File: config.mk
export PLATFORM = sky130hd
export DESIGN_NAME = motor_command_session_watchdog_core
export DESIGN_NICKNAME = d
export VERILOG_FILES = /design/src/design/mcsw_pkg.sv /design/src/design/motor_command_session_watchdog_core.sv /design/src/design/mcsw_csr_regs.sv /design/src/design/mcsw_in_reg.sv /design/src/design/mcsw_session_core.sv /design/src/design/mcsw_out_reg.sv
export SDC_FILE = /design/constraint.sdc
export NUM_CORES = 1
export LEC_CHECK = 0
export BUFFER_PORTS_ARGS = -buffer_cell sky130_fd_sc_hd__buf_4
export CAP_MARGIN = 15
export CORE_UTILIZATION = 35
export DETAILED_ROUTE_END_ITERATION = 8
export MAX_ROUTING_LAYER = met4
export PLACE_DENSITY = 0.59
export SLEW_MARGIN = 20
export SYNTH_ARGS = -nofsm -noshare
export SYNTH_HDL_FRONTEND = slang
export SYNTH_HIERARCHICAL = 1
export SYNTH_SLANG_ARGS = --single-unit
File: constraint.sdc
create_clock -name clock -period 11.1 [get_ports clock]
set_input_delay 0.555 -clock clock [delete_from_list [all_inputs] [get_ports clock]]
set_output_delay 0.555 -clock clock [all_outputs]
set_load 0.01 [all_outputs]
File: src/design/mcsw_pkg.sv
// Types, constants and helper functions of the motor command session watchdog.
package mcsw_pkg;

   localparam int TIME_W    = 48;
   localparam int VEL_W     = 32;
   localparam int CNT_W     = 32;
   localparam int CFG_W     = 32;
   localparam int MASK_W    = 4;
   localparam int SLOT_IN_W = 8;
   localparam int SLOT_W    = 2;
   localparam int CSR_IDX_W = 8;

   // actuator slots present
   localparam int SLOT_COUNT = 4;

   localparam logic [TIME_W-1:0] TIME_MAX = '1;

   localparam logic [CFG_W-1:0]  STOP_HOLD_RST   = 32'd500000;
   localparam logic [CFG_W-1:0]  SEND_PERIOD_RST = 32'd20000;
   localparam logic [CFG_W-1:0]  MAX_AGE_RST     = 32'd200000;
   localparam logic [MASK_W-1:0] ENABLE_MASK_RST = 4'd0;

   typedef enum logic [CSR_IDX_W-1:0] {
      CSR_STOP_HOLD   = 8'd0,
      CSR_SEND_PERIOD = 8'd1,
      CSR_MAX_AGE     = 8'd2,
      CSR_ENABLE_MASK = 8'd3
   } csr_index_type;

   typedef struct packed {
      logic [CFG_W-1:0]  stop_hold_us;
      logic [CFG_W-1:0]  send_period_us;
      logic [CFG_W-1:0]  command_max_age_us;
      logic [MASK_W-1:0] actuator_enable_mask;
   } cfg_type;

   typedef struct packed {
      logic [TIME_W-1:0]       now_us;
      logic [TIME_W-1:0]       cmd_time_us;
      logic                    cmd_transmit_on;
      logic [SLOT_IN_W-1:0]    cmd_slot;
      logic                    cmd_motion_ok;
      logic signed [VEL_W-1:0] cmd_velocity;
   } cmd_item_type;

   typedef struct packed {
      logic                    session_on;
      logic                    stopping_now;
      logic [SLOT_W-1:0]       drive_slot;
      logic signed [VEL_W-1:0] drive_velocity;
      logic                    send_request;
      logic [CNT_W-1:0]        sends_so_far;
   } result_type;

   // time plus offset, clamped at the largest representable time
   function automatic logic [TIME_W-1:0] time_add_sat(input logic [TIME_W-1:0] t,
                                                     input logic [CFG_W-1:0]  d);
      logic [TIME_W:0] sum;
      sum = {1'b0, t} + {{(TIME_W+1-CFG_W){1'b0}}, d};
      return sum[TIME_W] ? TIME_MAX : sum[TIME_W-1:0];
   endfunction

   // slots past the slot count or past the mask width are disabled
   function automatic logic slot_enabled(input logic [MASK_W-1:0]    mask,
                                         input logic [SLOT_IN_W-1:0] slot);
      logic in_range;
      in_range = (slot < SLOT_IN_W'(SLOT_COUNT)) && (slot < SLOT_IN_W'(MASK_W));
      return in_range && mask[slot[SLOT_W-1:0]];
   endfunction

endpackage

File: src/design/motor_command_session_watchdog_core.sv
// Top level of the motor command session watchdog.
//
// Usage:
//   req_*  : one transaction per control tick (time, latest approved command).
//   rsp_*  : one transaction per tick with session status and send decision.
//   csr_*  : register writes (0 stop hold, 1 send period, 2 max age, 3 enable
//            mask); csr_ready is always high. Write only while idle.
// Timing:
//   rsp_tvalid rises after req acceptance once the tick has left the input
//   register and the decision logic has fed the result register.
//   Throughput is one tick per cycle while rsp_tready stays high; the session
//   state is the only loop and it closes through compare/add logic alone.
// Reset:
//   Synchronous, active high. Clears both pipeline stages, the session state
//   and the send counter; registers return to 500000 / 20000 / 200000 / 0.
// Backpressure:
//   A stalled rsp side holds its transaction stable; the input register still
//   takes one more tick, then req_tready drops until rsp_tready returns.
module motor_command_session_watchdog_core
   import mcsw_pkg::*;
(
   input  logic                 clock,
   input  logic                 reset,
   // req_tdata fields, low bit up: now_us[47:0], cmd_time_us[95:48],
   // cmd_slot[103:96], cmd_velocity[135:104]
   input  logic                 req_tvalid,
   output logic                 req_tready,
   input  logic [135:0]         req_tdata,
   // req_tuser fields, low bit up: cmd_transmit_on[0], cmd_motion_ok[1]
   input  logic [1:0]           req_tuser,
   // rsp_tdata fields, low bit up: drive_slot[1:0], drive_velocity[33:2],
   // sends_so_far[65:34], zero fill [71:66]
   output logic                 rsp_tvalid,
   input  logic                 rsp_tready,
   output logic [71:0]          rsp_tdata,
   // rsp_tuser fields, low bit up: session_on[0], stopping_now[1], send_request[2]
   output logic [2:0]           rsp_tuser,
   input  logic                 csr_valid,
   output logic                 csr_ready,
   input  logic [CSR_IDX_W-1:0] csr_index,
   input  logic [CFG_W-1:0]     csr_data
);

   cfg_type      cfg;
   cmd_item_type req_item;
   cmd_item_type stage_item;
   logic         stage_valid;
   logic         out_space;
   logic         fire;
   result_type   next_result;
   result_type   rsp_result;

   // unpack the request transaction
   always_comb begin
      req_item.now_us          = req_tdata[47:0];
      req_item.cmd_time_us     = req_tdata[95:48];
      req_item.cmd_slot        = req_tdata[103:96];
      req_item.cmd_velocity    = req_tdata[135:104];
      req_item.cmd_transmit_on = req_tuser[0];
      req_item.cmd_motion_ok   = req_tuser[1];
   end

   // held tick moves into the result register when that register has room
   assign fire = stage_valid && out_space;

   mcsw_csr_regs u_csr (
      .clock     (clock),
      .reset     (reset),
      .csr_valid (csr_valid),
      .csr_ready (csr_ready),
      .csr_index (csr_index),
      .csr_data  (csr_data),
      .cfg       (cfg)
   );

   mcsw_in_reg u_in (
      .clock      (clock),
      .reset      (reset),
      .in_valid   (req_tvalid),
      .in_ready   (req_tready),
      .in_item    (req_item),
      .advance    (out_space),
      .item_valid (stage_valid),
      .item       (stage_item)
   );

   mcsw_session_core u_core (
      .clock  (clock),
      .reset  (reset),
      .fire   (fire),
      .item   (stage_item),
      .cfg    (cfg),
      .result (next_result)
   );

   mcsw_out_reg u_out (
      .clock      (clock),
      .reset      (reset),
      .load       (fire),
      .result     (next_result),
      .space      (out_space),
      .out_valid  (rsp_tvalid),
      .out_ready  (rsp_tready),
      .out_result (rsp_result)
   );

   // pack the response transaction
   assign rsp_tdata = {6'd0, rsp_result.sends_so_far, rsp_result.drive_velocity,
                       rsp_result.drive_slot};
   assign rsp_tuser = {rsp_result.send_request, rsp_result.stopping_now,
                       rsp_result.session_on};

endmodule

File: src/design/mcsw_csr_regs.sv
// Configuration register file of the watchdog.
module mcsw_csr_regs
   import mcsw_pkg::*;
(
   input  logic                 clock,
   input  logic                 reset,
   input  logic                 csr_valid,
   output logic                 csr_ready,
   input  logic [CSR_IDX_W-1:0] csr_index,
   input  logic [CFG_W-1:0]     csr_data,
   output cfg_type              cfg
);

   cfg_type cfg_ff;
   cfg_type cfg_in;

   assign csr_ready = 1'b1;
   assign cfg       = cfg_ff;

   always_comb begin
      cfg_in = cfg_ff;
      if (csr_valid) begin
         case (csr_index_type'(csr_index))
            CSR_STOP_HOLD:   cfg_in.stop_hold_us         = csr_data;
            CSR_SEND_PERIOD: cfg_in.send_period_us       = csr_data;
            CSR_MAX_AGE:     cfg_in.command_max_age_us   = csr_data;
            CSR_ENABLE_MASK: cfg_in.actuator_enable_mask = csr_data[MASK_W-1:0];
            default:         cfg_in = cfg_ff;
         endcase
      end
   end

   always_ff @(posedge clock) begin
      if (reset) begin
         cfg_ff.stop_hold_us         <= STOP_HOLD_RST;
         cfg_ff.send_period_us       <= SEND_PERIOD_RST;
         cfg_ff.command_max_age_us   <= MAX_AGE_RST;
         cfg_ff.actuator_enable_mask <= ENABLE_MASK_RST;
      end else begin
         cfg_ff <= cfg_in;
      end
   end

endmodule

File: src/design/mcsw_in_reg.sv
// Input register stage: holds one command tick until the session logic takes it.
module mcsw_in_reg
   import mcsw_pkg::*;
(
   input  logic         clock,
   input  logic         reset,
   input  logic         in_valid,
   output logic         in_ready,
   input  cmd_item_type in_item,
   input  logic         advance,
   output logic         item_valid,
   output cmd_item_type item
);

   logic         valid_ff;
   logic         valid_in;
   cmd_item_type item_ff;

   // room when empty or when the held item leaves this cycle
   assign in_ready   = !valid_ff || advance;
   assign item_valid = valid_ff;
   assign item       = item_ff;

   always_comb begin
      valid_in = valid_ff;
      if (in_ready) begin
         valid_in = in_valid;
      end
   end

   always_ff @(posedge clock) begin
      if (reset) begin
         valid_ff <= 1'b0;
      end else begin
         valid_ff <= valid_in;
      end
   end

   always_ff @(posedge clock) begin
      if (in_valid && in_ready) begin
         item_ff <= in_item;
      end
   end

endmodule

File: src/design/mcsw_session_core.sv
// Session state and per-tick watchdog decision logic.
module mcsw_session_core
   import mcsw_pkg::*;
(
   input  logic         clock,
   input  logic         reset,
   input  logic         fire,
   input  cmd_item_type item,
   input  cfg_type      cfg,
   output result_type   result
);

   logic                    active_ff,   active_in;
   logic                    stop_ff,     stop_in;
   logic [TIME_W-1:0]       hold_ff,     hold_in;
   logic [TIME_W-1:0]       next_send_ff, next_send_in;
   logic [SLOT_W-1:0]       slot_ff,     slot_in;
   logic signed [VEL_W-1:0] vel_ff,      vel_in;
   logic [CNT_W-1:0]        count_ff,    count_in;

   logic              fresh;
   logic              accept;
   logic              send;
   logic [TIME_W-1:0] age;
   logic [TIME_W-1:0] hold_sum;
   logic [TIME_W-1:0] send_sum;

   assign age      = item.now_us - item.cmd_time_us;
   assign hold_sum = time_add_sat(item.now_us, cfg.stop_hold_us);
   assign send_sum = time_add_sat(item.now_us, cfg.send_period_us);
   assign fresh    = (item.cmd_time_us != '0) && (item.now_us >= item.cmd_time_us) &&
                     (age <= {{(TIME_W-CFG_W){1'b0}}, cfg.command_max_age_us});
   assign accept   = fresh && item.cmd_transmit_on &&
                     slot_enabled(cfg.actuator_enable_mask, item.cmd_slot);

   always_comb begin
      active_in    = active_ff;
      stop_in      = stop_ff;
      hold_in      = hold_ff;
      next_send_in = next_send_ff;
      slot_in      = slot_ff;
      vel_in       = vel_ff;
      count_in     = count_ff;
      send         = 1'b0;

      if (accept) begin
         active_in = 1'b1;
         stop_in   = !item.cmd_motion_ok;
         hold_in   = '0;
         slot_in   = item.cmd_slot[SLOT_W-1:0];
         vel_in    = item.cmd_motion_ok ? item.cmd_velocity : '0;
      end else if (active_ff && !stop_ff) begin
         // commands lapsed: start the zero-velocity hold
         stop_in      = 1'b1;
         hold_in      = hold_sum;
         vel_in       = '0;
         next_send_in = '0;
      end else if (active_ff && stop_ff && (hold_ff == '0)) begin
         hold_in = hold_sum;
      end

      if (active_in && stop_in && (hold_in != '0) && (item.now_us >= hold_in)) begin
         active_in    = 1'b0;
         stop_in      = 1'b0;
         hold_in      = '0;
         next_send_in = '0;
         slot_in      = '0;
         vel_in       = '0;
      end

      if (active_in && ((next_send_in == '0) || (item.now_us >= next_send_in))) begin
         if (slot_enabled(cfg.actuator_enable_mask, {{(SLOT_IN_W-SLOT_W){1'b0}}, slot_in}))
         begin
            send     = 1'b1;
            count_in = count_ff + 1'b1;
         end
         next_send_in = send_sum;
      end
   end

   always_comb begin
      result.session_on     = active_in;
      result.stopping_now   = stop_in;
      result.drive_slot     = slot_in;
      result.drive_velocity = vel_in;
      result.send_request   = send;
      result.sends_so_far   = count_in;
   end

   always_ff @(posedge clock) begin
      if (reset) begin
         active_ff    <= 1'b0;
         stop_ff      <= 1'b0;
         hold_ff      <= '0;
         next_send_ff <= '0;
         slot_ff      <= '0;
         vel_ff       <= '0;
         count_ff     <= '0;
      end else if (fire) begin
         active_ff    <= active_in;
         stop_ff      <= stop_in;
         hold_ff      <= hold_in;
         next_send_ff <= next_send_in;
         slot_ff      <= slot_in;
         vel_ff       <= vel_in;
         count_ff     <= count_in;
      end
   end

endmodule

File: src/design/mcsw_out_reg.sv
// Result register stage toward the response channel.
module mcsw_out_reg
   import mcsw_pkg::*;
(
   input  logic       clock,
   input  logic       reset,
   input  logic       load,
   input  result_type result,
   output logic       space,
   output logic       out_valid,
   input  logic       out_ready,
   output result_type out_result
);

   logic       valid_ff;
   logic       valid_in;
   result_type result_ff;

   assign space      = !valid_ff || out_ready;
   assign out_valid  = valid_ff;
   assign out_result = result_ff;

   always_comb begin
      valid_in = valid_ff;
      if (space) begin
         valid_in = load;
      end
   end

   always_ff @(posedge clock) begin
      if (reset) begin
         valid_ff <= 1'b0;
      end else begin
         valid_ff <= valid_in;
      end
   end

   always_ff @(posedge clock) begin
      if (load) begin
         result_ff <= result;
      end
   end

endmodule

* Yosys cells after proc, flatten, opt, wreduce, memory -nomap -nowiden
Index checks and enable logic that the tools add are counted.
** Word-level totals
- Flip-flop bits (word level) :: 473
- Output and inout bits :: 78
** Cells by class
- Add/subtract/negate cells :: 4
- $lt $le $gt $ge :: 7
- Equality and inequality tests :: 3
- Muxes and demuxes :: 28
- Reduce and logical (&&, ||, !) cells :: 30
** Operator list (count)
- 2-to-1 mux 48 bit :: 10
- 2-to-1 mux 32 bit :: 6
- >= comparator 48 bit :: 3
- adder 48 x 32 -> 49 bit :: 2
- zero test 48 bit :: 2
- nonzero test 48 bit :: 2
- less-or-equal comparator 48 x 32 -> 1 bit :: 1
- subtractor 48 bit :: 1
- adder 32 x 1 -> 32 bit, second input constant :: 1
- == test 8 x 2 -> 1 bit, second input constant :: 2
- logical AND 1 bit :: 14
- == test 8 x 1 -> 1 bit, second input constant :: 1
- zero test 8 bit :: 1
- less-than comparator 8 x 3 -> 1 bit, second input constant :: 1
- 2-to-1 mux 1 bit :: 8
- AND reduction 2 bit :: 4
- less-than comparator 2 x 3 -> 1 bit, second input constant :: 2
- binary-select mux 1 bit (select 2 bit) :: 2
- zero test 1 bit :: 4
- 2-to-1 mux 2 bit :: 2
- logical OR 1 bit :: 3

* Depth between registers and ports, before layout
- Word-level depth :: 14
- Mapped depth :: 58
- Mapped depth without buffers :: 50

* Hierarchy
Netlist, hierarchy kept.
** By module, submodules not included
- mcsw_session_core :: times used 1, cells each 2678, area an instance 19764.0 µm²
- mcsw_in_reg :: times used 1, cells each 143, area an instance 4199.0 µm²
- mcsw_csr_regs :: times used 1, cells each 379, area an instance 4150.2 µm²
- mcsw_out_reg :: times used 1, cells each 73, area an instance 2118.3 µm²
- motor_command_session_watchdog_core :: times used 1, cells each 8, area an instance 55.1 µm²

* Least setup slack after synthesis
No wires, ideal clock.
- Path kind :: reg2reg
- From :: reg u_in.item_ff, in the netlist u_in/item[90]
- To :: reg u_core.count_ff[8]
- Arrival time :: 10521 ps
- Data required time :: 10977 ps
- Setup slack :: 455 ps
- Stages on the path, launching flop included :: 57
- Period minus slack after synthesis :: 10645 ps
- Cells stage by stage :: edfxtp_1 -> inv_1 -> ha_1 -> fa_1 -> nor2b_1 -> o21bai_1 -> a311oi_1 -> nor2_1 -> o211ai_2 -> a21o_1 -> a21oi_1 -> xnor2_1 -> ha_1 -> nand4_1 -> nor3_1 -> a22oi_1 -> a31oi_1 -> o21ai_0 -> [21 not listed] -> clkbuf_1 -> nand2_1 -> ha_1 -> a21o_1 -> a21o_1 -> a21o_1 -> a21o_1 -> a21o_1 -> a21oi_1 -> nor2_1 -> a211oi_1 -> a211oi_1 -> a211oi_1 -> a21oi_1 -> nand2_1 -> buf_2 -> nor4_1 -> mux2_1
** On the way
- Cells in the longest elaborated chain, start to end :: 14
- Elaborated cells between the ends (all ways) :: 32
- Those cells by class :: add/sub: 2; order compare: 4; mux: 15; reduce/logical: 11
** Ends and longest elaborated chain
- start: declaration :: RTL line mcsw_in_reg.sv:17 : cmd_item_type item_ff;
- start signal: assignment :: RTL line mcsw_in_reg.sv:41 : item_ff <= in_item;
- parallel branches: the longest is 13 deep, another holds subtractor 48 bit
- 2-to-1 mux 32 bit (*) :: RTL line mcsw_session_core.sv:71 : if (active_in && ((next_send_in == '0) || (item.now_us >= next_send_in))) begin
- end signal: assignment :: RTL line mcsw_session_core.sv:106 : count_ff <= count_in;
- end: declaration :: RTL line mcsw_session_core.sv:19 : logic [CNT_W-1:0] count_ff, count_in;
Mark *: on every way between the ends. The select of a mux whose other input is x is not followed.
A chain may end at the register's enable or synchronous reset.

* Worst setup path in the final report
- From :: reg u_in.item_ff, in the netlist u_in/item[42]
- To :: reg u_core.next_send_ff[7]
** On the way
- Cells in the longest elaborated chain, start to end :: 14
- Elaborated cells between the ends (all ways) :: 24
- Those cells by class :: add/sub: 1; order compare: 4; mux: 7; reduce/logical: 12
** Ends and longest elaborated chain
- subtractor 48 bit, or another cell as far along :: RTL line mcsw_session_core.sv:28 : assign age = item.now_us - item.cmd_time_us;
- less-or-equal comparator 48 x 32 -> 1 bit or logical AND 1 bit (tied branches) :: RTL line mcsw_session_core.sv:32, mcsw_session_core.sv:31
- logical AND 1 bit (*) :: RTL line mcsw_session_core.sv:31 : assign fresh = (item.cmd_time_us != '0) && (item.now_us >= item.cmd_time_us) &&
- logical AND 1 bit (*) (2 in a row) :: RTL line mcsw_session_core.sv:33 : assign accept = fresh && item.cmd_transmit_on &&
- parallel branches: the longest is 8 deep, another holds >= comparator 48 bit
- 2-to-1 mux 48 bit (*) :: RTL line mcsw_session_core.sv:71
- end signal: assignment :: RTL line mcsw_session_core.sv:103 : next_send_ff <= next_send_in;
- end: declaration :: RTL line mcsw_session_core.sv:16 : logic [TIME_W-1:0] next_send_ff, next_send_in;
Mark *: on every way between the ends.

==> load_flow_metrics.sql <==
INSERT INTO impl_metrics (metric_group, metric, value, unit) VALUES
('status', 'outcome', 'finished, final reports clean', ''),
('clocking', 'cts_tree', 'built', ''),
('placement', 'hpwl', '78060', 'um'),
('global_routing', 'antenna_found_initial', '1', ''),
('clocking', 'number_of_cts_inserted_buffers', '57', ''),
('clocking', 'cts.reportedPaths.clkPinSlew', '0.07', 'ns'),
('routing', 'firstDrtPassIters', '6', ''),
('timing', 'timing.final.crit_period', '10.78', 'ns'),
('timing', 'relSlewSlack', '33.45', '%'),
('finish', 'stdcell_area', '0.03643', 'mm^2'),
('finish', 'multiInputGateArea', '0.01775', 'mm^2'),
('setup_path', 'required', '11.65', 'ns'),
('clocking', 'cts_max_path_buffers', '3', ''),
('global_routing', 'wire_length_of_the_first_global_routing_pass', '152400', 'um'),
('timing', 'clock-skew-final', '0.02422', 'ns'),
('pwr', 'leakagePower', '14.98', 'nW'),
('timing', 'final_hold_viol_count', '0', ''),
('setup_path', 'crit_path_max_incr_delay', '0.56', 'ns'),
('floorplan', 'placementRows', '107', ''),
('setup_path', 'start_kind', 'flop', ''),
('flow_run', 'maximum_capacitance_violations', '0', ''),
('routing', 'detailedRoute.firstIterationViolations', '2274', ''),
('setup_path', 'path_max_fanout', '36', ''),
('setup_path', 'worstPathArrival', '11.32', 'ns'),
('clocking', 'cts-htree-levels', '2', ''),
('floorplan', 'die_h', '296.2', 'um'),
('placement', 'number_of_input_and_output_port_buffers_inserted', '253', ''),
('floorplan', 'core_region_area', '0.08541', 'mm^2'),
('finish', 'layout-drive-gt1-share', '18.01', '%'),
('timing', 'number_of_max_slew_violations_in_the_final_report', '0', ''),
('synth', 'async_flop_share', '0', '%'),
('synth', 'syn-instance-count', '3281', ''),
('pwr', 'power.density_cell_area', '131.9', 'mW/mm^2'),
('timing', 'maxClockFrequency', '92.80', 'MHz'),
('finish', 'finish.net_count', '3988', ''),
('synth', 'ys.warnings.count', '6', ''),
('synth', 'number_of_enable_flip_flop_cells_after_synthesis', '207', ''),
('clocking', 'clock_sink_count', '473', ''),
('placement', 'place_area', '0.03391', 'mm^2'),
('synth', 'synth_area_per_cell', '9.231', 'um^2'),
('global_routing', 'grt.overflow.total', '0', ''),
('routing', 'final_antenna_net_count', '0', ''),
('clocking', 'clk_root_buf', 'sky130_fd_sc_hd__clkbuf_16', ''),
('min_path', 'hold_class', 'primary input to flop', ''),
('synth', 'yosysUniqueCellTypes', '102', ''),
('setup_path', 'crit_type', 'flop to flop', ''),
('routing', 'post-route-drc-count', '0', ''),
('timing', 'worstMarginPinSlew', '0.9983', 'ns'),
('routing', 'detail_route.vias_per_cell', '5.523', ''),
('finish', 'area_growth_syn_to_layout', '20.28', '%'),
('synth', 'synth.yosys.seq_area_share', '38.11', '%'),
('finish', 'register_cell_area_after_layout', '0.01154', 'mm^2'),
('finish', 'filler_instances', '8496', ''),
('setup_path', 'slowest_stage', 'sky130_fd_sc_hd__or4_4', ''),
('global_routing', 'grt_start_max_net_pins', '116', ''),
('routing', 'wl_per_cell', '21.66', 'um'),
('synth', 'ys_dominant_reg_cell', 'sky130_fd_sc_hd__dfxtp_1', ''),
('finish', 'final_cells', '4754', ''),
('setup_path', 'cp-end-kind', 'flop', ''),
('pwr', 'ir_worst_vdd', '0.1168', 'mV'),
('routing', 'vias', '26250', ''),
('floorplan', 'fp.dieW', '296.2', 'um'),
('floorplan', 'floorplan.io_pins', '261', ''),
('global_routing', 'vias_in_the_first_global_route', '25020', ''),
('clocking', 'cts_hold_buf', '0', ''),
('routing', 'postRouteWirelength', '103000', 'um'),
('synth', 'synth_area', '0.03029', 'mm^2'),
('global_routing', 'global_route.usage.total', '23.47', '%'),
('synth', 'synth-seq-cells', '473', ''),
('timing', 'setup_viol_count_final', '0', ''),
('clocking', 'clkLatencyLatePin', '0.66', 'ns'),
('finish', 'mostFrequentLayoutCell', 'sky130_fd_sc_hd__buf_4', ''),
('placement', 'place.gp.congestion', '0.9570', ''),
('floorplan', 'die_area', '0.08771', 'mm^2'),
('floorplan', 'starting_density_of_the_core', '35.46', '%'),
('finish', 'final_cell_mix', 'sky130_fd_sc_hd__buf_4, sky130_fd_sc_hd__nand2_1, sky130_fd_sc_hd__dfxtp_1, sky130_fd_sc_hd__nor2_1, sky130_fd_sc_hd__ha_1', ''),
('placement', 'dp_cells', '4632', ''),
('timing', 'layout_worst_path_cycle_share', '97.08', '%');
synthesized netlist by cell type (all sizes together) (15+ instances only):
| cell | n | area, um^2 |
|---|---|---|
| xor2 | 76 | 665.6 |
| a31oi | 29 | 181.4 |
| nor4 | 45 | 287.8 |
| mux2i | 111 | 1111 |
| nor3 | 95 | 510.5 |
| mux2 | 28 | 315.3 |
| xnor2 | 65 | 569.3 |
| inv | 121 | 454.2 |
| nand2 | 286 | 1074 |
| buf | 91 | 601.8 |
| and4 | 15 | 131.4 |
| or4 | 16 | 127.6 |
| a22oi | 41 | 307.8 |
| ha | 241 | 3015 |
| a22o | 32 | 280.3 |
| nand4 | 76 | 475.5 |
| or2 | 44 | 275.3 |
| edfxtp | 207 | 6216 |
| o21ai | 123 | 619.3 |
| clkbuf | 101 | 379.1 |
| nor2b | 48 | 300.3 |
| nand3 | 53 | 265.3 |
| nor2 | 241 | 904.6 |
| o211a | 38 | 380.4 |
| o21a | 38 | 286.5 |
| o31ai | 15 | 112.6 |
| o211ai | 32 | 250.2 |
| dfxtp | 266 | 5325 |
| o21bai | 15 | 112.6 |
| a21o | 79 | 593.1 |
| a21oi | 223 | 1127 |
| a211oi | 30 | 242.7 |
| and3 | 37 | 231.5 |
| and2 | 16 | 102.6 |
| nand2b | 139 | 884.6 |
| a311oi | 20 | 175.2 |
through the flow:
stage               hold slack, ns  power, mW  utilization, %  setup slack [ns]  setup TNS [ns]
floorplan                   0.4403      2.505               -            0.4553               0
global placement            0.4617      2.853           39.69           -0.3007          -22.58
detailed placement          0.4682      2.854           39.71           -0.6434          -59.64
CTS                        0.03503      4.819           42.07          0.008268               0
global route               0.04043      5.008           42.65          -0.04464         -0.2965
finish                     0.07040      4.805           42.65            0.3243               0
worst max-delay path, delay by kind of cell (launching register included):
kind	cells	cell delay (ns)
compound gates	27	4.79
xor+xnor	1	0.14
fa+ha+maj	5	1.51
buf+inv	11	1.77
flops	1	0.49
simple gates	12	1.88
final timing paths:
check                                         to  cells after the start                       from  slack (ns)
max          u_core/next_send_ff[7]$_SDFFE_PP0P_                     56    u_in/item[42]$_DFFE_PP_        0.32
min reg2reg            u_csr/cfg[9]$_SDFFE_PP0P_                      2  u_csr/cfg[9]$_SDFFE_PP0P_        0.48
max reg2reg  u_core/next_send_ff[7]$_SDFFE_PP0P_                     56    u_in/item[42]$_DFFE_PP_        0.32
min                     u_in/item[130]$_DFFE_PP_                      1              req_tdata[40]        0.07
layer usage:
layer	vias to the layer above	global-route usage, %	wire length, um
met5	-	-	0
met3	186	2.646	5552
met4	0	8.889	4147
li1	12640	-	-
met1	12590	30.09	45360
met2	834	37.86	47900
cell families after synthesis:
group | Yosys count | synth area share, %
AO/OA/AOI/OAI | 823 | 18.72
XOR/XNOR | 141 | 4.078
adder cells (fa/ha/maj) | 244 | 10.15
buffers and inverters | 314 | 4.751
flip-flops | 473 | 38.11
multiplexers | 140 | 4.784
other | 2 | 0.02480
AND/OR/NAND/NOR | 1144 | 19.38
state kept, by name, summed over array words and instances (netlist names):
name                 flops
u_core/stop_ff           1
u_core/next_send_ff     48
u_core/hold_ff          48
u_out/out_result        69
u_core/vel_ff           32
u_core/slot_ff           2
u_csr/cfg              100
u_in/item              138
u_core/active_ff         1
u_in/item_valid          1
u_core/count_ff         32
u_out/out_valid          1
what timing repair did:
action	4_1_cts	5_1_grt
pin swaps	3	36
gates resized for setup	11	83
buffers inserted	3	11
endpoints found under the setup margin	113	113
gates cloned	0	2
layout make-up:
cell class	count	area share, %
multi-input cells	2499	48.72
diodes	1	0.006869
repair buffers	408	9.061
inverters	122	1.257
flip-flops and latches	473	31.68
clock buffers	76	4.369
clock inverters	31	0.9720
well taps	1144	3.929
report_power, final:
group	internal [mW]	total (mW)	switching [mW]
sequential	1.89	1.93	0.0467
combinational	0.384	0.931	0.547
clock	1.13	1.94	0.808
No activity file was read; power rests on OpenSTA's default activity.
